--- src/pvr_pkg.sv ---
// Shared types and constants for the peak and valley ratio detector.
package pvr_pkg;

  // Configuration port geometry and register indexes.
  localparam int unsigned CFG_DATA_W = 16;
  localparam int unsigned CFG_IDX_W  = 1;
  localparam int unsigned RATIO_W    = 8;

  localparam logic [CFG_IDX_W-1:0] CFG_RATIO_THRESHOLD = 1'b0;
  localparam logic [CFG_IDX_W-1:0] CFG_FLOOR_LEVEL     = 1'b1;

  // Register values after reset.
  localparam logic [RATIO_W-1:0]    RATIO_RESET = 8'd230;
  localparam logic [CFG_DATA_W-1:0] FLOOR_RESET = 16'd7;

  // Event codes reported with each result word.
  typedef enum logic [2:0] {
    EV_START_VALLEY = 3'd0,
    EV_PEAK         = 3'd1,
    EV_VALLEY       = 3'd2,
    EV_PEAK_CANCEL  = 3'd3,
    EV_END_VALLEY   = 3'd4,
    EV_END_NO_VALLEY = 3'd5
  } event_e;

  // Configuration registers as seen by the detection core.
  typedef struct packed {
    logic [RATIO_W-1:0]    ratio_threshold;
    logic [CFG_DATA_W-1:0] floor_level;
  } cfg_t;

endpackage

--- src/pvr_core.sv ---
// Detection core: series state and the per-sample peak and valley decision.
module pvr_core #(
  parameter int unsigned POSITION_BITS = 14,
  parameter int unsigned SAMPLE_BITS   = 16
) (
  input  logic                     clk_i,
  input  logic                     rst_ni,
  input  pvr_pkg::cfg_t            cfg_i,
  input  logic                     step_i,
  input  logic [SAMPLE_BITS-1:0]   sample_i,
  input  logic                     last_i,
  output logic                     ev_valid_o,
  output pvr_pkg::event_e          ev_o,
  output logic [POSITION_BITS-1:0] position_o,
  output logic [SAMPLE_BITS-1:0]   level_o,
  output logic                     series_done_o,
  output logic [POSITION_BITS-1:0] peak_count_o,
  output logic [SAMPLE_BITS-1:0]   global_max_o
);

  localparam int unsigned PROD_W = SAMPLE_BITS + pvr_pkg::RATIO_W;
  localparam logic [POSITION_BITS-1:0] POS_MAX = {POSITION_BITS{1'b1}};
  localparam logic [POSITION_BITS-1:0] POS_ONE = POSITION_BITS'(1);

  // Series state.
  logic [SAMPLE_BITS-1:0]   prev_q, prev_d;
  logic [SAMPLE_BITS-1:0]   pprev_q, pprev_d;
  logic [POSITION_BITS-1:0] idx_q, idx_d;
  logic                     seek_valley_q, seek_valley_d;
  logic [SAMPLE_BITS-1:0]   valley_q, valley_d;
  logic [SAMPLE_BITS-1:0]   pend_peak_q, pend_peak_d;
  logic [POSITION_BITS-1:0] peaks_q, peaks_d;
  logic [SAMPLE_BITS-1:0]   max_q, max_d;

  // Floor level brought to the sample width.
  logic [SAMPLE_BITS+pvr_pkg::CFG_DATA_W-1:0] floor_wide;
  logic [SAMPLE_BITS-1:0]                     floor_s;
  assign floor_wide = {{SAMPLE_BITS{1'b0}}, cfg_i.floor_level};
  assign floor_s    = floor_wide[SAMPLE_BITS-1:0];

  // Ratio tests: level times 256 against threshold times level.
  logic [PROD_W-1:0] valley_x256, cand_x256, ratio_cand, ratio_pend;
  assign valley_x256 = {valley_q, 8'd0};
  assign cand_x256   = {prev_q, 8'd0};
  assign ratio_cand  = PROD_W'(cfg_i.ratio_threshold) * PROD_W'(prev_q);
  assign ratio_pend  = PROD_W'(cfg_i.ratio_threshold) * PROD_W'(pend_peak_q);

  logic idx_zero, idx_ge2, peak_cand, valley_cand, peak_ok, cancel;
  assign idx_zero    = (idx_q == '0);
  assign idx_ge2     = (idx_q[POSITION_BITS-1:1] != '0);
  assign peak_cand   = !seek_valley_q && (prev_q > floor_s) &&
                       (prev_q >= sample_i) && (prev_q >= pprev_q);
  assign valley_cand = seek_valley_q && (prev_q <= sample_i) && (prev_q <= pprev_q);
  assign peak_ok     = (valley_x256 < ratio_cand);
  assign cancel      = (cand_x256 > ratio_pend);

  // Decision and next state for one sample.
  always_comb begin
    prev_d        = sample_i;
    pprev_d       = prev_q;
    idx_d         = (idx_q != POS_MAX) ? idx_q + POS_ONE : idx_q;
    seek_valley_d = seek_valley_q;
    valley_d      = valley_q;
    pend_peak_d   = pend_peak_q;
    peaks_d       = peaks_q;
    max_d         = (sample_i > max_q || idx_zero) ? sample_i : max_q;

    ev_valid_o    = 1'b0;
    ev_o          = pvr_pkg::EV_START_VALLEY;
    position_o    = idx_q - POS_ONE;
    level_o       = prev_q;
    series_done_o = 1'b0;

    if (idx_zero) begin
      valley_d      = sample_i;
      seek_valley_d = 1'b0;
      ev_valid_o    = 1'b1;
      ev_o          = pvr_pkg::EV_START_VALLEY;
      position_o    = '0;
      level_o       = sample_i;
      series_done_o = last_i;
    end else if (last_i) begin
      ev_valid_o    = 1'b1;
      ev_o          = (idx_ge2 && seek_valley_q) ? pvr_pkg::EV_END_VALLEY
                                                 : pvr_pkg::EV_END_NO_VALLEY;
      position_o    = idx_q;
      level_o       = sample_i;
      series_done_o = 1'b1;
    end else if (idx_ge2) begin
      if (peak_cand) begin
        if (peak_ok) begin
          seek_valley_d = 1'b1;
          pend_peak_d   = prev_q;
          if (peaks_q != POS_MAX) begin
            peaks_d = peaks_q + POS_ONE;
          end
          ev_valid_o = 1'b1;
          ev_o       = pvr_pkg::EV_PEAK;
        end
      end else if (valley_cand) begin
        ev_valid_o    = 1'b1;
        seek_valley_d = 1'b0;
        if (cancel) begin
          if (peaks_q != '0) begin
            peaks_d = peaks_q - POS_ONE;
          end
          ev_o = pvr_pkg::EV_PEAK_CANCEL;
        end else begin
          valley_d = prev_q;
          ev_o     = pvr_pkg::EV_VALLEY;
        end
      end
    end

    // Series totals go out only with the final word.
    peak_count_o = series_done_o ? peaks_q : '0;
    global_max_o = series_done_o ? max_d : '0;

    // The final sample returns the series state to its start.
    if (last_i) begin
      prev_d        = '0;
      pprev_d       = '0;
      idx_d         = '0;
      seek_valley_d = 1'b0;
      valley_d      = '0;
      pend_peak_d   = '0;
      peaks_d       = '0;
      max_d         = '0;
    end
  end

  // State register, updated once per processed sample.
  always_ff @(posedge clk_i or negedge rst_ni) begin
    if (!rst_ni) begin
      prev_q        <= '0;
      pprev_q       <= '0;
      idx_q         <= '0;
      seek_valley_q <= 1'b0;
      valley_q      <= '0;
      pend_peak_q   <= '0;
      peaks_q       <= '0;
      max_q         <= '0;
    end else if (step_i) begin
      prev_q        <= prev_d;
      pprev_q       <= pprev_d;
      idx_q         <= idx_d;
      seek_valley_q <= seek_valley_d;
      valley_q      <= valley_d;
      pend_peak_q   <= pend_peak_d;
      peaks_q       <= peaks_d;
      max_q         <= max_d;
    end
  end

endmodule

--- src/peak_valley_ratio_detector.sv ---
// Top level of the peak and valley detector with ratio hysteresis.
// The block takes one density sample per cycle. An accepted word is held in
// an input register, then the detection core decides on it and updates the
// series state, and any event word lands in the result register in the same
// cycle as that state update. Samples that cause no event produce no output
// word. The rate is one sample per clock, set by the state update of the
// core; it holds while the result side does not stall. The threshold and
// floor registers are written through the configuration port; the user must
// write them only while the block is idle, as the block does not enforce it.
module peak_valley_ratio_detector #(
  parameter int unsigned POSITION_BITS = 14,
  parameter int unsigned SAMPLE_BITS   = 16
) (
  input  logic                              clk_i,
  input  logic                              rst_ni,
  // Configuration write port.
  input  logic                              cfg_we_i,
  input  logic [pvr_pkg::CFG_IDX_W-1:0]     cfg_idx_i,
  input  logic [pvr_pkg::CFG_DATA_W-1:0]    cfg_wdata_i,
  // Sample channel.
  input  logic                              in_valid_i,
  output logic                              in_stall_o,
  input  logic [SAMPLE_BITS-1:0]            sample_i,
  input  logic                              last_in_series_i,
  // Event channel.
  output logic                              out_valid_o,
  input  logic                              out_stall_i,
  output logic [2:0]                        event_res_o,
  output logic [POSITION_BITS-1:0]          position_o,
  output logic [SAMPLE_BITS-1:0]            level_o,
  output logic                              series_done_o,
  output logic [POSITION_BITS-1:0]          peak_count_o,
  output logic [SAMPLE_BITS-1:0]            global_max_o
);

  // Configuration registers.
  pvr_pkg::cfg_t cfg_q;

  always_ff @(posedge clk_i or negedge rst_ni) begin
    if (!rst_ni) begin
      cfg_q.ratio_threshold <= pvr_pkg::RATIO_RESET;
      cfg_q.floor_level     <= pvr_pkg::FLOOR_RESET;
    end else if (cfg_we_i) begin
      unique case (cfg_idx_i)
        pvr_pkg::CFG_RATIO_THRESHOLD: begin
          cfg_q.ratio_threshold <= cfg_wdata_i[pvr_pkg::RATIO_W-1:0];
        end
        pvr_pkg::CFG_FLOOR_LEVEL: begin
          cfg_q.floor_level <= cfg_wdata_i;
        end
        default: begin
          cfg_q <= cfg_q;
        end
      endcase
    end
  end

  // Input register and handshake.
  logic                   in_vld_q, in_vld_d;
  logic [SAMPLE_BITS-1:0] smp_q;
  logic                   last_q;
  logic                   in_accept, advance;

  logic out_vld_q, out_vld_d;

  assign advance    = in_vld_q && (!out_vld_q || !out_stall_i);
  assign in_stall_o = in_vld_q && !advance;
  assign in_accept  = in_valid_i && !in_stall_o;

  always_comb begin
    if (in_accept) begin
      in_vld_d = 1'b1;
    end else if (advance) begin
      in_vld_d = 1'b0;
    end else begin
      in_vld_d = in_vld_q;
    end
  end

  always_ff @(posedge clk_i or negedge rst_ni) begin
    if (!rst_ni) begin
      in_vld_q <= 1'b0;
    end else begin
      in_vld_q <= in_vld_d;
    end
  end

  always_ff @(posedge clk_i) begin
    if (in_accept) begin
      smp_q  <= sample_i;
      last_q <= last_in_series_i;
    end
  end

  // Detection core.
  logic                     ev_valid;
  pvr_pkg::event_e          ev;
  logic [POSITION_BITS-1:0] ev_pos, ev_count;
  logic [SAMPLE_BITS-1:0]   ev_level, ev_max;
  logic                     ev_done;

  pvr_core #(
    .POSITION_BITS(POSITION_BITS),
    .SAMPLE_BITS  (SAMPLE_BITS)
  ) u_core (
    .clk_i        (clk_i),
    .rst_ni       (rst_ni),
    .cfg_i        (cfg_q),
    .step_i       (advance),
    .sample_i     (smp_q),
    .last_i       (last_q),
    .ev_valid_o   (ev_valid),
    .ev_o         (ev),
    .position_o   (ev_pos),
    .level_o      (ev_level),
    .series_done_o(ev_done),
    .peak_count_o (ev_count),
    .global_max_o (ev_max)
  );

  // Result register.
  pvr_pkg::event_e          ev_q;
  logic [POSITION_BITS-1:0] pos_q, count_q;
  logic [SAMPLE_BITS-1:0]   level_q, max_q;
  logic                     done_q;

  always_comb begin
    if (advance) begin
      out_vld_d = ev_valid;
    end else begin
      out_vld_d = out_vld_q && out_stall_i;
    end
  end

  always_ff @(posedge clk_i or negedge rst_ni) begin
    if (!rst_ni) begin
      out_vld_q <= 1'b0;
    end else begin
      out_vld_q <= out_vld_d;
    end
  end

  always_ff @(posedge clk_i) begin
    if (advance && ev_valid) begin
      ev_q    <= ev;
      pos_q   <= ev_pos;
      level_q <= ev_level;
      done_q  <= ev_done;
      count_q <= ev_count;
      max_q   <= ev_max;
    end
  end

  assign out_valid_o   = out_vld_q;
  assign event_res_o   = ev_q;
  assign position_o    = pos_q;
  assign level_o       = level_q;
  assign series_done_o = done_q;
  assign peak_count_o  = count_q;
  assign global_max_o  = max_q;

endmodule

--- config.mk ---
export PLATFORM = sky130hd
export DESIGN_NAME = peak_valley_ratio_detector
export DESIGN_NICKNAME = d
export VERILOG_FILES = /design/src/pvr_pkg.sv /design/src/pvr_core.sv /design/src/peak_valley_ratio_detector.sv
export SDC_FILE = /design/constraint.sdc
export NUM_CORES = 1
export LEC_CHECK = 0
export BUFFER_PORTS_ARGS = -buffer_cell sky130_fd_sc_hd__buf_4
export CAP_MARGIN = 20
export CORE_ASPECT_RATIO = 2
export CORE_MARGIN = 2
export CORE_UTILIZATION = 45
export CTS_BUF_LIST = sky130_fd_sc_hd__clkbuf_16
export CTS_CLUSTER_SIZE = 24
export DETAILED_ROUTE_END_ITERATION = 7
export GPL_ROUTABILITY_DRIVEN = 0
export PLACE_DENSITY = 0.61
export SKIP_LAST_GASP = 1
export SLEW_MARGIN = 5
export SYNTH_ARGS = -nofsm -noshare
export SYNTH_HDL_FRONTEND = slang
export SYNTH_SLANG_ARGS = --single-unit
--- constraint.sdc ---
create_clock -name clk_i -period 11.9 [get_ports clk_i]
set_input_delay 2.38 -clock clk_i [delete_from_list [all_inputs] [get_ports clk_i]]
set_output_delay 2.38 -clock clk_i [all_outputs]
set_load 0.02 [all_outputs]
Word-level counts from Yosys, hierarchy flattened
Cells that the tools add are included.
- bits in registers: 216
- input port bits: 39
- output and inout bits: 66
- word-level logic and storage cells: 135
- add/sub/neg operators: 4
- multiply operators: 2
- $lt $le $gt $ge: 8
- equality and inequality tests: 8
- mux-type cells: 53
- bitwise gates (word level): 1
- reductions and logical operators: 39
- operator list (operator ; count):
    two-way mux 16 bit ; 17
    two-way mux 14 bit ; 12
    multiplier 8 x 16 -> 24 bit ; 2
    >= comparator 16 bit ; 2
    > comparator 16 bit ; 2
    <= comparator 16 bit ; 2
    adder 14 x 1 -> 14 bit (second input constant) ; 2
    != test 14 bit (second input constant) ; 2
    subtractor 14 x 1 -> 14 bit (second input constant) ; 2
    > comparator 24 bit ; 1
    < comparator 24 bit ; 1
    two-way mux 1 bit ; 20
    nonzero test 3 bit ; 5
    logical NOT 14 bit ; 1
    nonzero test 14 bit ; 1
    nonzero test 13 bit ; 1
    two-way mux 3 bit ; 4
    logical AND 1 bit ; 11
    AND reduction 5 bit ; 2
    nonzero test 2 bit ; 5
    AND reduction 8 bit ; 1
    != test 3 x 2 -> 1 bit (second input constant) ; 2
    != test 3 bit (second input constant) ; 2
    AND reduction 2 bit ; 3
    7 further kinds ; 12

Longest topological paths before layout
Gate-level depths: netlist of the first run.
- word-level depth: 9
- mapped depth: 32

Cells and area by module
Synthesis of the first run repeated with hierarchy kept, for this count alone.
- cells, all modules: 2067
- area, all modules: 20118.0 µm²
- modules (own cells, without submodules) (module ; times used ; cells an instance ; area each (µm²) ; seq. area each (µm²)):
    pvr_core ; 1 ; 1923 ; 16594.7 ; 2727.6
    peak_valley_ratio_detector ; 1 ; 144 ; 3523.4 ; 3093.0

Worst setup path before layout of the first run
No wires, ideal clock.
- kind: register to register
- from: reg cfg_q[23] in the netlist's numbering
- to: reg ev_q[0] (netlist: event_res_o[0]) (enable)
- setup time: 0.486 ns
- data arrival time: 8.554 ns
- required time: 11.414 ns
- setup slack: 2.860 ns
- stages on the path, launching flop included: 26
- buffers on the path: 1
- clock period less this slack: 9.040 ns
- path through: dfstp_2 clkbuf_1 nand2_1 fa_1 fa_1 inv_1 fa_1 inv_1 fa_1 inv_1 ha_1 or3_1 a21oi_1 o2111ai_1 a31oi_1 o21ai_0 a2111oi_0 nor3_1 xnor2_1 ha_1 nand2_1 o2111ai_1 o21ai_0 a21o_1 a21oi_1 nor2_1
- word-level cells in the longest chain between the ends: 8
- RTL lines (what ; line ; text):
    start: declaration ; peak_valley_ratio_detector.sv:37 ; pvr_pkg::cfg_t cfg_q;
    start signal: assignment ; peak_valley_ratio_detector.sv:52 ; cfg_q <= cfg_q;
    multiplier 8 x 16 -> 24 bit ; pvr_core.sv:45 ; assign ratio_cand = PROD_W'(cfg_i.ratio_threshold) * PROD_W'(prev_q);
    < comparator 24 bit ; pvr_core.sv:54 ; assign peak_ok = (valley_x256 < ratio_cand);
    two-way mux 1 bit ; pvr_core.sv:91 ; if (peak_ok) begin
    two-way mux 1 bit ; pvr_core.sv:90 ; if (peak_cand) begin
    two-way mux 1 bit ; pvr_core.sv:89 ; end else if (idx_ge2) begin
    two-way mux 1 bit ; pvr_core.sv:82 ; end else if (last_i) begin
    two-way mux 1 bit ; pvr_core.sv:74 ; if (idx_zero) begin
    logical AND 1 bit ; peak_valley_ratio_detector.sv:144 ; if (advance && ev_valid) begin
    end signal: assignment ; peak_valley_ratio_detector.sv:145 ; ev_q <= ev;
    end: declaration ; peak_valley_ratio_detector.sv:122 ; pvr_pkg::event_e ev_q;
No other way between the ends.
A chain may end at the register's enable or synchronous reset.

Worst setup path after layout of the first run
- from: reg cfg_q[23] in the netlist's numbering
- to: reg u_core.peaks_q[0]
- word-level cells in the longest chain between the ends: 4
- RTL lines (what ; line ; text):
    multiplier 8 x 16 -> 24 bit (on tied branches) ; pvr_core.sv:45, pvr_core.sv:46 ;
    < comparator 24 bit / > comparator 24 bit (equally long branches) ; pvr_core.sv:54, pvr_core.sv:55 ;
    != test 3 bit (no source line) / nonzero test 3 bit (equally long branches) ; - ;
    AND reduction 8 bit (no source line) (*) ; - ;
    end signal: assignment ; pvr_core.sv:150 ; peaks_q <= peaks_d;
    end: declaration ; pvr_core.sv:32 ; logic [POSITION_BITS-1:0] peaks_q, peaks_d;
Mark *: on every way between the ends. The rest lies on a longest branch, timed or not.

==> metrics.md, run 1 <==
| Metric | Value |
|---|---|
| CTS Buf Count | `21` |
| Maximum fanout along the worst path | `33` |
| Top post-synthesis cells by area | `fa_1 17%, dfrtp_1 16%, ha_1 12%` |
| Worst skew pair latency | `540 ps` |
| Clock sinks | `216` |
| R2R Setup Slk | `3260 ps` |
| RSZ-0062 raised after global routing | `false` |
| Total die area | `46800 µm²` |
| Setup repair bufs after CTS | `0` |
| Num rows | `109` |
| Worst min path class | `register to register` |
| Crit path kind | `register to register` |
| Synthesized Nets | `2510` |
| Largest net degree at the start of global routing | `72` |
| Vias in the first global route | `16654` |
| Chip width | `154 µm` |
| Startpoint Class | `register` |
| Crit end category | `register` |
| Initial Utilization | `45.7%` |
| Post-DP Area | `21400 µm²` |
| Least-Margin Pin Slew | `1100 ps` |
| Mapped Area | `20200 µm²` |
| Hold_buf cts | `0` |
| Final setup viols | `0` |
| Post-synth ARST share | `62.5%` |
| Total power draw | `5.74 mW` |
| Routed wire length | `56.4 mm` |
| DRC Markers | `0` |
| Number of flops mapped to enable cells by yosys | `81` |
| Final #Nets | `2557` |
| Skew final | `19.6 ps` |
| Prevailing post-synth register cell | `dfrtp_1` |
| Input/output buffers | `104` |
| PwrDens | `260 nW/µm²` |
| Hold Path Origin | `cfg_q[9]$_DFFE_PN0P_` |
| Minimum clock period | `8640 ps` |
| Ports | `105` |
| Via/cell ratio | `5.66` |
| Layout cell share with drive strength beyond 1 | `11.5%` |
| Layout Area Growth over Synthesis | `9.35%` |
| GRT overflow | `0` |
| Worst endpoint data arrival time | `9050 ps` |
| Seq/Total Area, Yosys | `28.8%` |
| Max clock buf depth | `3` |
| Leakage | `10.6 nW` |
| Relative slew slack | `26.3%` |
| Final hold vios | `0` |
| Max-Cap Viols | `0` |
| Tot GR Track Use | `24.4%` |
| Post-route cell area | `22100 µm²` |
| N_diodes | `0` |
| Detail Route Antenna Nets | `0` |
| Hold Crit Depth | `1` |
| Period utilization | `72.6%` |
| First-pass GRT wire length | `89.3 mm` |
| Wirelength per Cell | `20.7 µm` |
| Final WS setup | `3260 ps` |
| Yosys cell types | `73` |
| First drt pass iteration count | `5` |
| Core ar. | `44300 µm²` |
| Most common cell in the netlist | `inv_1` |
| Largest area contributor in the netlist | `fa_1` |
| Sum Neg Setup Slack | `0 ps` |
| FF-to-FF End | `u_core.peaks_q[0]$_DFFE_PN0P_` |
| Die Y | `304 µm` |
| DP HPWL | `42.5 mm` |
| Worst vdd ir | `0.168 mV` |
| Setup WS pre-CTS | `3330 ps` |
| F_max | `0.116 GHz` |
| CTS resizes | `0` |
| Worst reg-to-reg path cell count | `26` |
| Synth warn | `0` |
| Synth cell count leaders | `295 x inv_1, 203 x and2_1, 199 x ha_1` |
| Antenna violations before repair | `0` |
| Status | `finished clean` |
| CTS H-tree lvls | `1` |
| Clk root buf | `clkbuf_16` |
| Critical R2R Launch | `cfg_q[23]$_DFFE_PN1P_` |
| WP data required | `12310 ps` |
| DR iter-0 viols | `707` |
| Worst-path clk slew | `70 ps` |
| Syn Area/Cell | `9.62 µm²` |
| Pins over their slew limit | `0` |
| Top cell type's share of synthesized area | `16.7%` |
| Via Count | `15403` |
| CTS tree | `yes` |
| Min-Delay Endpoint | `cfg_q[9]$_DFFE_PN0P_` |
| Synth Instances | `2103` |
| Synth Register Bits | `216` |
==> layout by cell type, fill, tap and decap left out, types with 30 or more instances in the layout <==
cell	Yosys	routed
a21oi_1	79	78
and2_1	203	203
buf_4	1	118
dfrtp_1	127	127
edfxtp_1	81	81
fa_1	169	169
ha_1	199	199
inv_1	295	296
mux2_2	61	61
nand2_1	180	180
nand4_1	34	34
nor2_1	108	107
o21ai_0	55	55
xnor2_1	33	33
xor2_1	30	30
==> routing by layer <==
layer | global-route usage [%] | part of all wire, % | vias to the layer above
met3 | 2.75 | 3.5 | 150
met4 | 13.4 | 5.9 | 0
met5 | 0 | 0 | -
met1 | 24.2 | 35 | 7789
li1 | - | - | 7096
met2 | 48.1 | 56 | 368
==> state kept, by name (all words and copies together) (netlist names) <==
register and count:
series_done_o 1, event_res_o 3, u_core.idx_q 14, u_core.pprev_q 16, peak_count_o 14, u_core.peaks_q 14
position_o 14, smp_q 16, cfg_q 24, global_max_o 16, u_core.prev_q 16, out_valid_o 1
u_core.pend_peak_q 16, u_core.seek_valley_q 1, in_vld_q 1, last_q 1, u_core.valley_q 16, level_o 16
u_core.max_q 16
==> area by class of cell <==
type	count	area [µm²]
clock buffer	21	526
clock inverter	16	129
fill	4081	22200
inverter	295	1110
multi-input combinational	1496	12900
sequential	216	5820
tap	555	694
timing repair buffer	120	925
==> how the worst max path moves through the flow <==
stage                     startpoint                       endpoint
5_1_grt        cfg_q[23]$_DFFE_PN1P_  u_core.peaks_q[0]$_DFFE_PN0P_
3_3_place_gp   cfg_q[23]$_DFFE_PN1P_  u_core.peaks_q[0]$_DFFE_PN0P_
6_report       cfg_q[23]$_DFFE_PN1P_  u_core.peaks_q[0]$_DFFE_PN0P_
4_1_cts        cfg_q[23]$_DFFE_PN1P_  u_core.peaks_q[0]$_DFFE_PN0P_
3_5_place_dp   cfg_q[23]$_DFFE_PN1P_  u_core.peaks_q[0]$_DFFE_PN0P_
2_1_floorplan  cfg_q[23]$_DFFE_PN1P_   event_res_o[0]$_SDFFCE_PP0P_
==> kinds of logic (layout without fill, tap and decap cells) <==
logic type	count (synthesis)	in the layout	synth area share [%]
AO/OA/AOI/OAI	309	309	10.1
multiplexers	89	89	5.04
AND/OR/NAND/NOR	667	667	16.9
adder cells (fa/ha/maj)	368	368	29.0
flip-flops	216	216	28.8
XOR/XNOR	63	63	2.73
buffers and inverters	391	452	7.45
==> through the flow <==
stage               std cells  utilization [%]  hold slack [ps]
detailed placement       2681             48.4              495
floorplan                2103                -              424
global route             2719             49.9              515
CTS                      2718             49.9              510
finish                   2719             49.9              505
global placement         2681             48.4              491
==> critical path, cell delays in order (launching register included) <==
cell	delay [ps]
dfstp_2	910
nand2_1	160
fa_1	530
fa_1	540
inv_1	50
fa_1	530
inv_1	50
fa_1	530
inv_1	40
ha_1	340
o21ai_0	130
a21o_1	210
a211oi_1	790
o21ai_0	200
nor4b_1	200
o21bai_1	150
a21oi_1	110
xnor2_1	140
ha_1	300
nand4_1	220
nor3_1	440
a211oi_1	150
a41oi_1	420
a32o_1	190
o21a_1	760
o21ai_0	170
a32o_1	250
==> power by group <==
part / internal (mW) / leakage [nW] / switching (mW)
sequential: 1.03 / 2.51 / 0.292
combinational: 1.54 / 7.71 / 2.22
clock: 0.351 / 0.328 / 0.319
total: 2.92 / 10.6 / 2.83
Note: power is estimated with default switching activity, not from simulation.
==> run 2, diff against run 1 <==
- ABC_AREA: unset -> 1
- PLACE_DENSITY: 0.61 -> 0.63
- clock period: 11.9 -> 7.7 ns (I/O delays scaled with it)
==> run 2 against run 1 <==
Net effect:
- area after synthesis rose by 2.9%
- sequential cell count did not move
- critical path depth rose by 2
- clock skew rose by 9.0 ps
- via count rose by 13%
- non-clock buffer count rose by 29
- worst setup slack got worse by 2800 ps
- first-iteration DRC count rose by 57%
- register-to-register slack got worse by 2800 ps
- global-route usage rose by 2.1 points
- final cell count rose by 20%
==> metrics.md, run 2 <==
| Metric | Value |
|---|---|
| Core ar. | `45800 µm² (+3.4%)` |
| Vias in the first global route | `18516 (+11%)` |
| Worst endpoint data arrival time | `7460 ps (-1590 ps)` |
| DP HPWL | `49.7 mm (+17%)` |
| Critical path endpoint | `level_o[7]$_DFFE_PP_` |
| Final hold vios | `0 (unchanged)` |
| Worst reg-to-reg path cell count | `28 (+7.7%)` |
| Largest net degree at the start of global routing | `79 (+9.7%)` |
| Crit end category | `register` |
| CTS Buf Count | `20 (-4.8%)` |
| Critical R2R Launch | `cfg_q[20]$_DFFE_PN0P_` |
| Max clock buf depth | `3 (unchanged)` |
| Final #Nets | `3100 (+21%)` |
| Initial Utilization | `45.5% (-0.21 points)` |
| WP data required | `7930 ps (-4380 ps)` |
| Period utilization | `93.9% (+21 points)` |
| First-pass GRT wire length | `98.3 mm (+10%)` |
| Crit path kind | `register to register` |
| FF-to-FF End | `level_o[7]$_DFFE_PP_` |
| Least-Margin Pin Slew | `921 ps (-181 ps)` |
| Layout Area Growth over Synthesis | `9.53%` |
| Detail Route Antenna Nets | `0 (unchanged)` |
| Number of flops mapped to enable cells by yosys | `81 (unchanged)` |
| First drt pass iteration count | `5 (unchanged)` |
| Via/cell ratio | `5.33 (-6.0%)` |
| Sum Neg Setup Slack | `0 ps (unchanged)` |
| Post-synth ARST share | `62.5% (unchanged)` |
| Top post-synthesis cells by area | `fa_1 16%, dfrtp_1 15%, ha_1 12%` |
| Worst min path class | `register to register` |
| Synthesized Nets | `3037 (+21%)` |
| CP max stage cell | `dfrtp_1` |
| N_diodes | `0 (unchanged)` |
| Prevailing post-synth register cell | `dfrtp_1` |
| Antenna violations before repair | `0 (unchanged)` |
| Most common cell in the netlist | `nand2_1` |
| Startpoint Class | `register` |
| PwrDens | `406 nW/µm² (+56%)` |
| Status | `finished clean` |
| Yosys cell types | `51 (-30%)` |
| Die Y | `308 µm (+1.4%)` |
| Worst skew pair latency | `540 ps (about the same)` |
| Tot GR Track Use | `26.5% (+2.1 points)` |
| Final setup viols | `0 (unchanged)` |
| RSZ-0062 raised after global routing | `false` |
| Chip width | `156 µm (+1.4%)` |
| Largest Register | `cfg_q` |
| Routed wire length | `62.1 mm (+10%)` |
| Mapped Area | `20800 µm² (+2.9%)` |
| Synth cell count leaders | `649 x nand2_1, 616 x inv_1, 199 x ha_1` |
| Hold Path Origin | `u_core.pprev_q[11]$_DFFE_PN0P_` |
| Synth warn | `0 (unchanged)` |
| Maximum fanout along the worst path | `64 (+94%)` |
| Relative slew slack | `38.5% (+12 points)` |
| CTS tree | `yes` |
| Skew final | `28.6 ps (+8.97 ps)` |
| Pins over their slew limit | `0 (unchanged)` |
| Worst-path clk slew | `70 ps (about the same)` |
| GRT overflow | `0 (unchanged)` |
| Syn Area/Cell | `7.92 µm² (-18%)` |
| R2R Setup Slk | `470 ps (-2790 ps)` |
| Max reg flops | `24 (unchanged)` |
| Wirelength per Cell | `19.0 µm (-8.5%)` |
| Synth Instances | `2630 (+25%)` |
| Hold_buf cts | `0 (unchanged)` |
| Clock sinks | `216 (unchanged)` |
| Synth Register Bits | `216 (unchanged)` |
| Commonest non-fill, non-tap cell in the layout | `nand2_1` |
| Worst Setup SP | `cfg_q[20]$_DFFE_PN0P_` |
| Setup repair bufs after CTS | `0 (unchanged)` |
| Leakage | `12.9 nW (+23%)` |
| Largest area contributor in the netlist | `fa_1` |
| Top cell type's share of synthesized area | `16.2% (-0.48 points)` |
| F_max | `0.138 GHz (+20%)` |
| Ports | `105 (unchanged)` |
| Most frequent cells in the layout | `648 x nand2_1, 619 x inv_1, 199 x ha_1` |
| Slowest stage delay, CP | `850 ps (-60 ps)` |
| Seq/Total Area, Yosys | `27.9% (-0.82 points)` |
| Most frequent CP cell | `nand2_1` |
| Input/output buffers | `104 (unchanged)` |
| DR iter-0 viols | `1110 (+57%)` |
| Fin util | `49.8% (-0.15 points)` |
| Layout cell share with drive strength beyond 1 | `9.83% (-1.7 points)` |
| Hold Crit Depth | `2 (+1)` |
| Via Count | `17424 (+13%)` |
| CTS H-tree lvls | `1 (unchanged)` |
| Clk root buf | `clkbuf_16` |
| Num rows | `111 (+1.8%)` |
| Minimum clock period | `7230 ps (-1410 ps)` |
| Worst vdd ir | `0.267 mV (+58%)` |
| Max-Cap Viols | `0 (unchanged)` |
| DRC Markers | `0 (unchanged)` |
| Total die area | `48100 µm² (+2.9%)` |
## run 2: changes by cell type after synthesis, moves of 28 or more
cell / delta
inv_1: +321
nor2b_1: -28
nand2_1: +469
and2_1: -203
nand3_1: +44
mux2_2: -61
o21ai_1: +31
## run 2: worst max-delay path, delay by kind of cell, from the launching register on
| family | cells | cell delay (ps) |
|---|---|---|
| adders and majority gates | 6 | 2650 |
| buffers and inverters | 6 | 710 |
| AOI/OAI and AO/OA | 5 | 1110 |
| xor gates and xnor gates | 1 | 110 |
| and+or+nand+nor | 10 | 1420 |
| DFF | 1 | 850 |
## run 2: what timing repair did
action | in CTS | in global routing
endpoints found under the setup margin | 0 | 64
gates resized for setup | 0 | 1
hold endpoints to repair | 0 | 0
## run 2: final cells by class
cell class                      count  area (µm²)
Timing Repair Buffer              149        1150
Multi-Input combinational cell   1678       12200
Sequential cell                   216        5820
Clock inverter                     16         104
Inverter                          628        2360
Fill cell                        4441       23000
Tap cell                          565         707
Clock buffer                       20         500
## run 2: report_power, final
part	total (mW)	internal, mW	switching [mW]
sequential	2.21	1.66	0.551
combinational	6.08	2.20	3.88
clock	0.966	0.484	0.482
total	9.26	4.35	4.91
## run 2: cell families (layout without fill, tap and decap cells)
group / Yosys count / in the layout / synth area share [%]
xor gates and xnor gates: 54 / 54 / 2.27
and+or+nand+nor: 933 / 933 / 18.8
AOI/OAI and AO/OA: 323 / 323 / 9.17
buffers and inverters: 736 / 813 / 13.7
DFF: 216 / 216 / 27.9
adders and majority gates: 368 / 368 / 28.2
## run 2: stage by stage
| step | area (µm²) | setup WS (ps) | hold WS (ps) | cells | total power [mW] |
|---|---|---|---|---|---|
| 5_1_grt | 22800 | 51.4 | 517 | 3272 | 10.2 |
| 2_1_floorplan | 20800 | 421 | 421 | 2630 | 6.36 |
| 6_report | 22800 | 469 | 492 | 3272 | 9.26 |
| 3_5_place_dp | 22200 | 478 | 475 | 3235 | 8.26 |
| 3_3_place_gp | 22200 | 704 | 467 | 3235 | 8.11 |
| 4_1_cts | 22800 | 454 | 492 | 3271 | 9.29 |
## run 2: metal layers
layer / vias to the layer above / track usage [%] / wire length [µm]
met5: - / 0 / 0
met4: 0 / 17.7 / 4710
met3: 223 / 2.60 / 2590
met2: 576 / 51.4 / 34000
met1: 8443 / 26.1 / 20800
li1: 8182 / - / -
## run 2: worst min path at each step
stage                                endpoint
2_1_floorplan         series_done_o$_DFFE_PP_
4_1_cts        u_core.pprev_q[15]$_DFFE_PN0P_
3_5_place_dp   u_core.pprev_q[11]$_DFFE_PN0P_
5_1_grt           u_core.max_q[2]$_DFFE_PN0P_
6_report       u_core.pprev_q[11]$_DFFE_PN0P_
3_3_place_gp   u_core.pprev_q[13]$_DFFE_PN0P_
